$ cat src/design/apf_ram.sv
`default_nettype none

module apf_ram #(
    parameter int WIDTH = 16,
    parameter int DEPTH = 128
) (
    input  wire logic                     clk,
    input  wire logic                     we,
    input  wire logic [$clog2(DEPTH)-1:0] waddr,
    input  wire logic [WIDTH-1:0]         wdata,
    input  wire logic [$clog2(DEPTH)-1:0] raddr,
    output logic      [WIDTH-1:0]         rdata
);

    logic [WIDTH-1:0] mem [DEPTH];

    // read-first: a read of the address being written returns old data
    always_ff @(posedge clk)
    begin
        if (we)
        begin
            mem[waddr] <= wdata;
        end
        rdata <= mem[raddr];
    end

endmodule

`default_nettype wire
$ cat config.mk
export PLATFORM = sky130hd
export DESIGN_NAME = apf_ram
export DESIGN_NICKNAME = d
export VERILOG_FILES = /design/src/design/apf_ram.sv
export SDC_FILE = /design/constraint.sdc
export NUM_CORES = 2
export LEC_CHECK = 0
export BUFFER_PORTS_ARGS = -buffer_cell sky130_fd_sc_hd__buf_4
export CAP_MARGIN = 15
export CORE_ASPECT_RATIO = 0.7
export CORE_MARGIN = 2
export CORE_UTILIZATION = 30
export DETAILED_ROUTE_END_ITERATION = 16
export PLACE_DENSITY = 0.4
export SLEW_MARGIN = 30
export SYNTH_ARGS = -nofsm -noshare
export SYNTH_HDL_FRONTEND = slang
export SYNTH_SLANG_ARGS = --single-unit
export TNS_END_PERCENT = 10
$ cat constraint.sdc
create_clock -name clk -period 7.35 [get_ports clk]
set_input_delay 2.205 -clock clk [delete_from_list [all_inputs] [get_ports clk]]
set_output_delay 2.205 -clock clk [all_outputs]
set_load 0.05 [all_outputs]
==> metrics.txt <==
postcts setup bufs 0; # IOs 48; critical path class in2reg; largest buffer count on any clock path 4; core area 261,000 um^2; Fin Hold WS 1.15 ns; Vias/cell 5.07; pre-CTS setup slack 1.50 ns; combinational power share 5.6%; pin count of the biggest net entering global routing 92; DPL Wire Length 131,000 um; Placed Area 84,400 um^2; clk slew on worst S/H paths 0.06 ns; FF+latch count, synth 2,064; PnR worst setup slack 2.44 ns; clk_lat worst skew 0.87 ns; vias in the first global route 36,300; initial antenna violation count 38; GR Util All Layers 17.2%; Leakage 27.5 nW; most frequent cells in the layout edfxtp_1, mux4_2, clkbuf_16, buf_4, nor2_1; CTS sink count 2,064; Initial Util 30.1%; arrival time at the worst endpoint 5.67 ns; layout cells sized above 1 35.1%; first-pass GRT wire length 312,000 um; Flop pwr share 52.9%; H-tree depth 4; Area Overhead vs Synth 15.8%; CTS tree built; CTS Hold Buffers Added 0; Switch Pwr 5.39 mW; top cell type's share of synthesized area 78.3%; Storage cell area 61,800 um^2; syn nets 3,118; dominant cells by area after synthesis edfxtp_1, mux4_2, nor2_1, dfxtp_1, clkbuf_1; port bufs 47; max-slew violations 0; DR iter-0 viols 4,488; commonest non-fill, non-tap cell in the layout edfxtp_1; chip height 432 um; Root Buffer clkbuf_16; CP Launch Type input port; CTS resizes 0; Final Skew 0.0553 ns; Layout Nets 3,402; # setup viols final 0; antenna viol nets, final 0; multi-input combinational cell area 16,200 um^2; setup tns final 0 ns; row cnt 157; clock power share 41.5%; Seq/Total Area, Yosys 78.7%; Hold Vio Cnt, Final 0; area leader, netlist edfxtp_1; RSZ-0062 raised after global routing no; DR WL/cell 32.5 um; crit path time final 4.91 ns; Hold Path Class reg2reg; Layout fillers 23,900; Mapped Area 78,500 um^2; Max Fclk 204 MHz; total CTS buffers 207; Crit. End Element register; Synth cell types 17; non-filler cells, final 7,058; gpl congestion 0.775; Worst slew margin 33.8%; internal power 19.2 mW; DR pass1 iterations 6; status finished clean; total wire length 230,000 um; Finished Cell Area 90,900 um^2; pwr dens 271 nW/um^2; Die Wd 615 um; Vias 35,800; Critical Path RT 8.11 ns; switching share of power 21.9%; die footprint 266,000 um^2; Peak VDD IR 0.190 mV; grt ovf 0; Critical Path Fanout Max 50; placed cell count 6,657; Tcrit/Tclk final 66.8%; DRC 0; max_cap viols 0; synthesized instance count 3,086; Worst-Margin Slew 0.993 ns; Mean Syn Cell Area 25.4 um^2; synth warn 0
## per-layer routing
metal  share of wire (%)  up-vias  track usage (%)
li1                    -    14100                -
met1                  46    20200             25.2
met2                  45     1240             25.8
met3                 7.4      297             4.11
met4                 2.1        4             3.72
met5               0.011        -            0.992
## power by group through the flow
stage / clock, mW / combinational, mW / sequential, mW
after floorplan: 0 / 0.636 / 13.3
after global placement: 0 / 1.37 / 13.3
after detailed placement: 0 / 1.39 / 13.3
after CTS: 10.5 / 1.39 / 13.0
after global routing: 11.0 / 1.45 / 13.0
final: 10.2 / 1.37 / 13.0
## final cells by class
class / count / share of cell area, %
clock inverter: 107 / 1.02
tap: 3498 / 4.81
antenna: 30 / 0.0826
multi-input combinational: 858 / 17.8
clock buffer: 262 / 5.98
timing repair buffer: 239 / 2.32
sequential: 2064 / 68.0
## logic make-up after synthesis
family,Yosys count,share of synthesized area (%)
buffers and inverters,164,0.881
DFF,2064,78.7
muxes,688,19.5
and+or+nand+nor,170,0.888
## sequential cells by signal, summed over array words and instances, names as in the netlist
register and count:
rdata 16, mem 2048
## critical path, cell delays in order
cell and delay, ns:
buf_8 0.58, buf_4 0.51, buf_4 0.28, mux4_2 0.52
mux4_2 0.63, mux4_2 0.51, mux2_2 0.29
## through the flow
step | util (%) | total power, mW
floorplan | - | 14.0
global placement | 32.3 | 14.7
detailed placement | 32.4 | 14.7
CTS | 34.8 | 25.0
global route | 34.8 | 25.4
finish | 34.9 | 24.6
## cell usage after synthesis (all sizes together)
cell type	instances
clkbuf	82
nand2b	2
nand4	3
mux4	672
edfxtp	2048
nor2b	7
mux2	16
nor2	122
or3	1
dfxtp	16
nand3	12
buf	82
nor3	9
nand2	14
## worst paths after layout
| kind | from | endpoint | slack [ns] | cells after the start |
|---|---|---|---|---|
| max | raddr[0] | rdata[12] | 2.44 | 7 |
| min | mem[42][2] | rdata[2] | 1.15 | 4 |
| max reg2reg | mem[29][9] | rdata[9] | 4.74 | 4 |
| min reg2reg | mem[42][2] | rdata[2] | 1.15 | 4 |
Note: power is estimated with default switching activity, not from simulation.
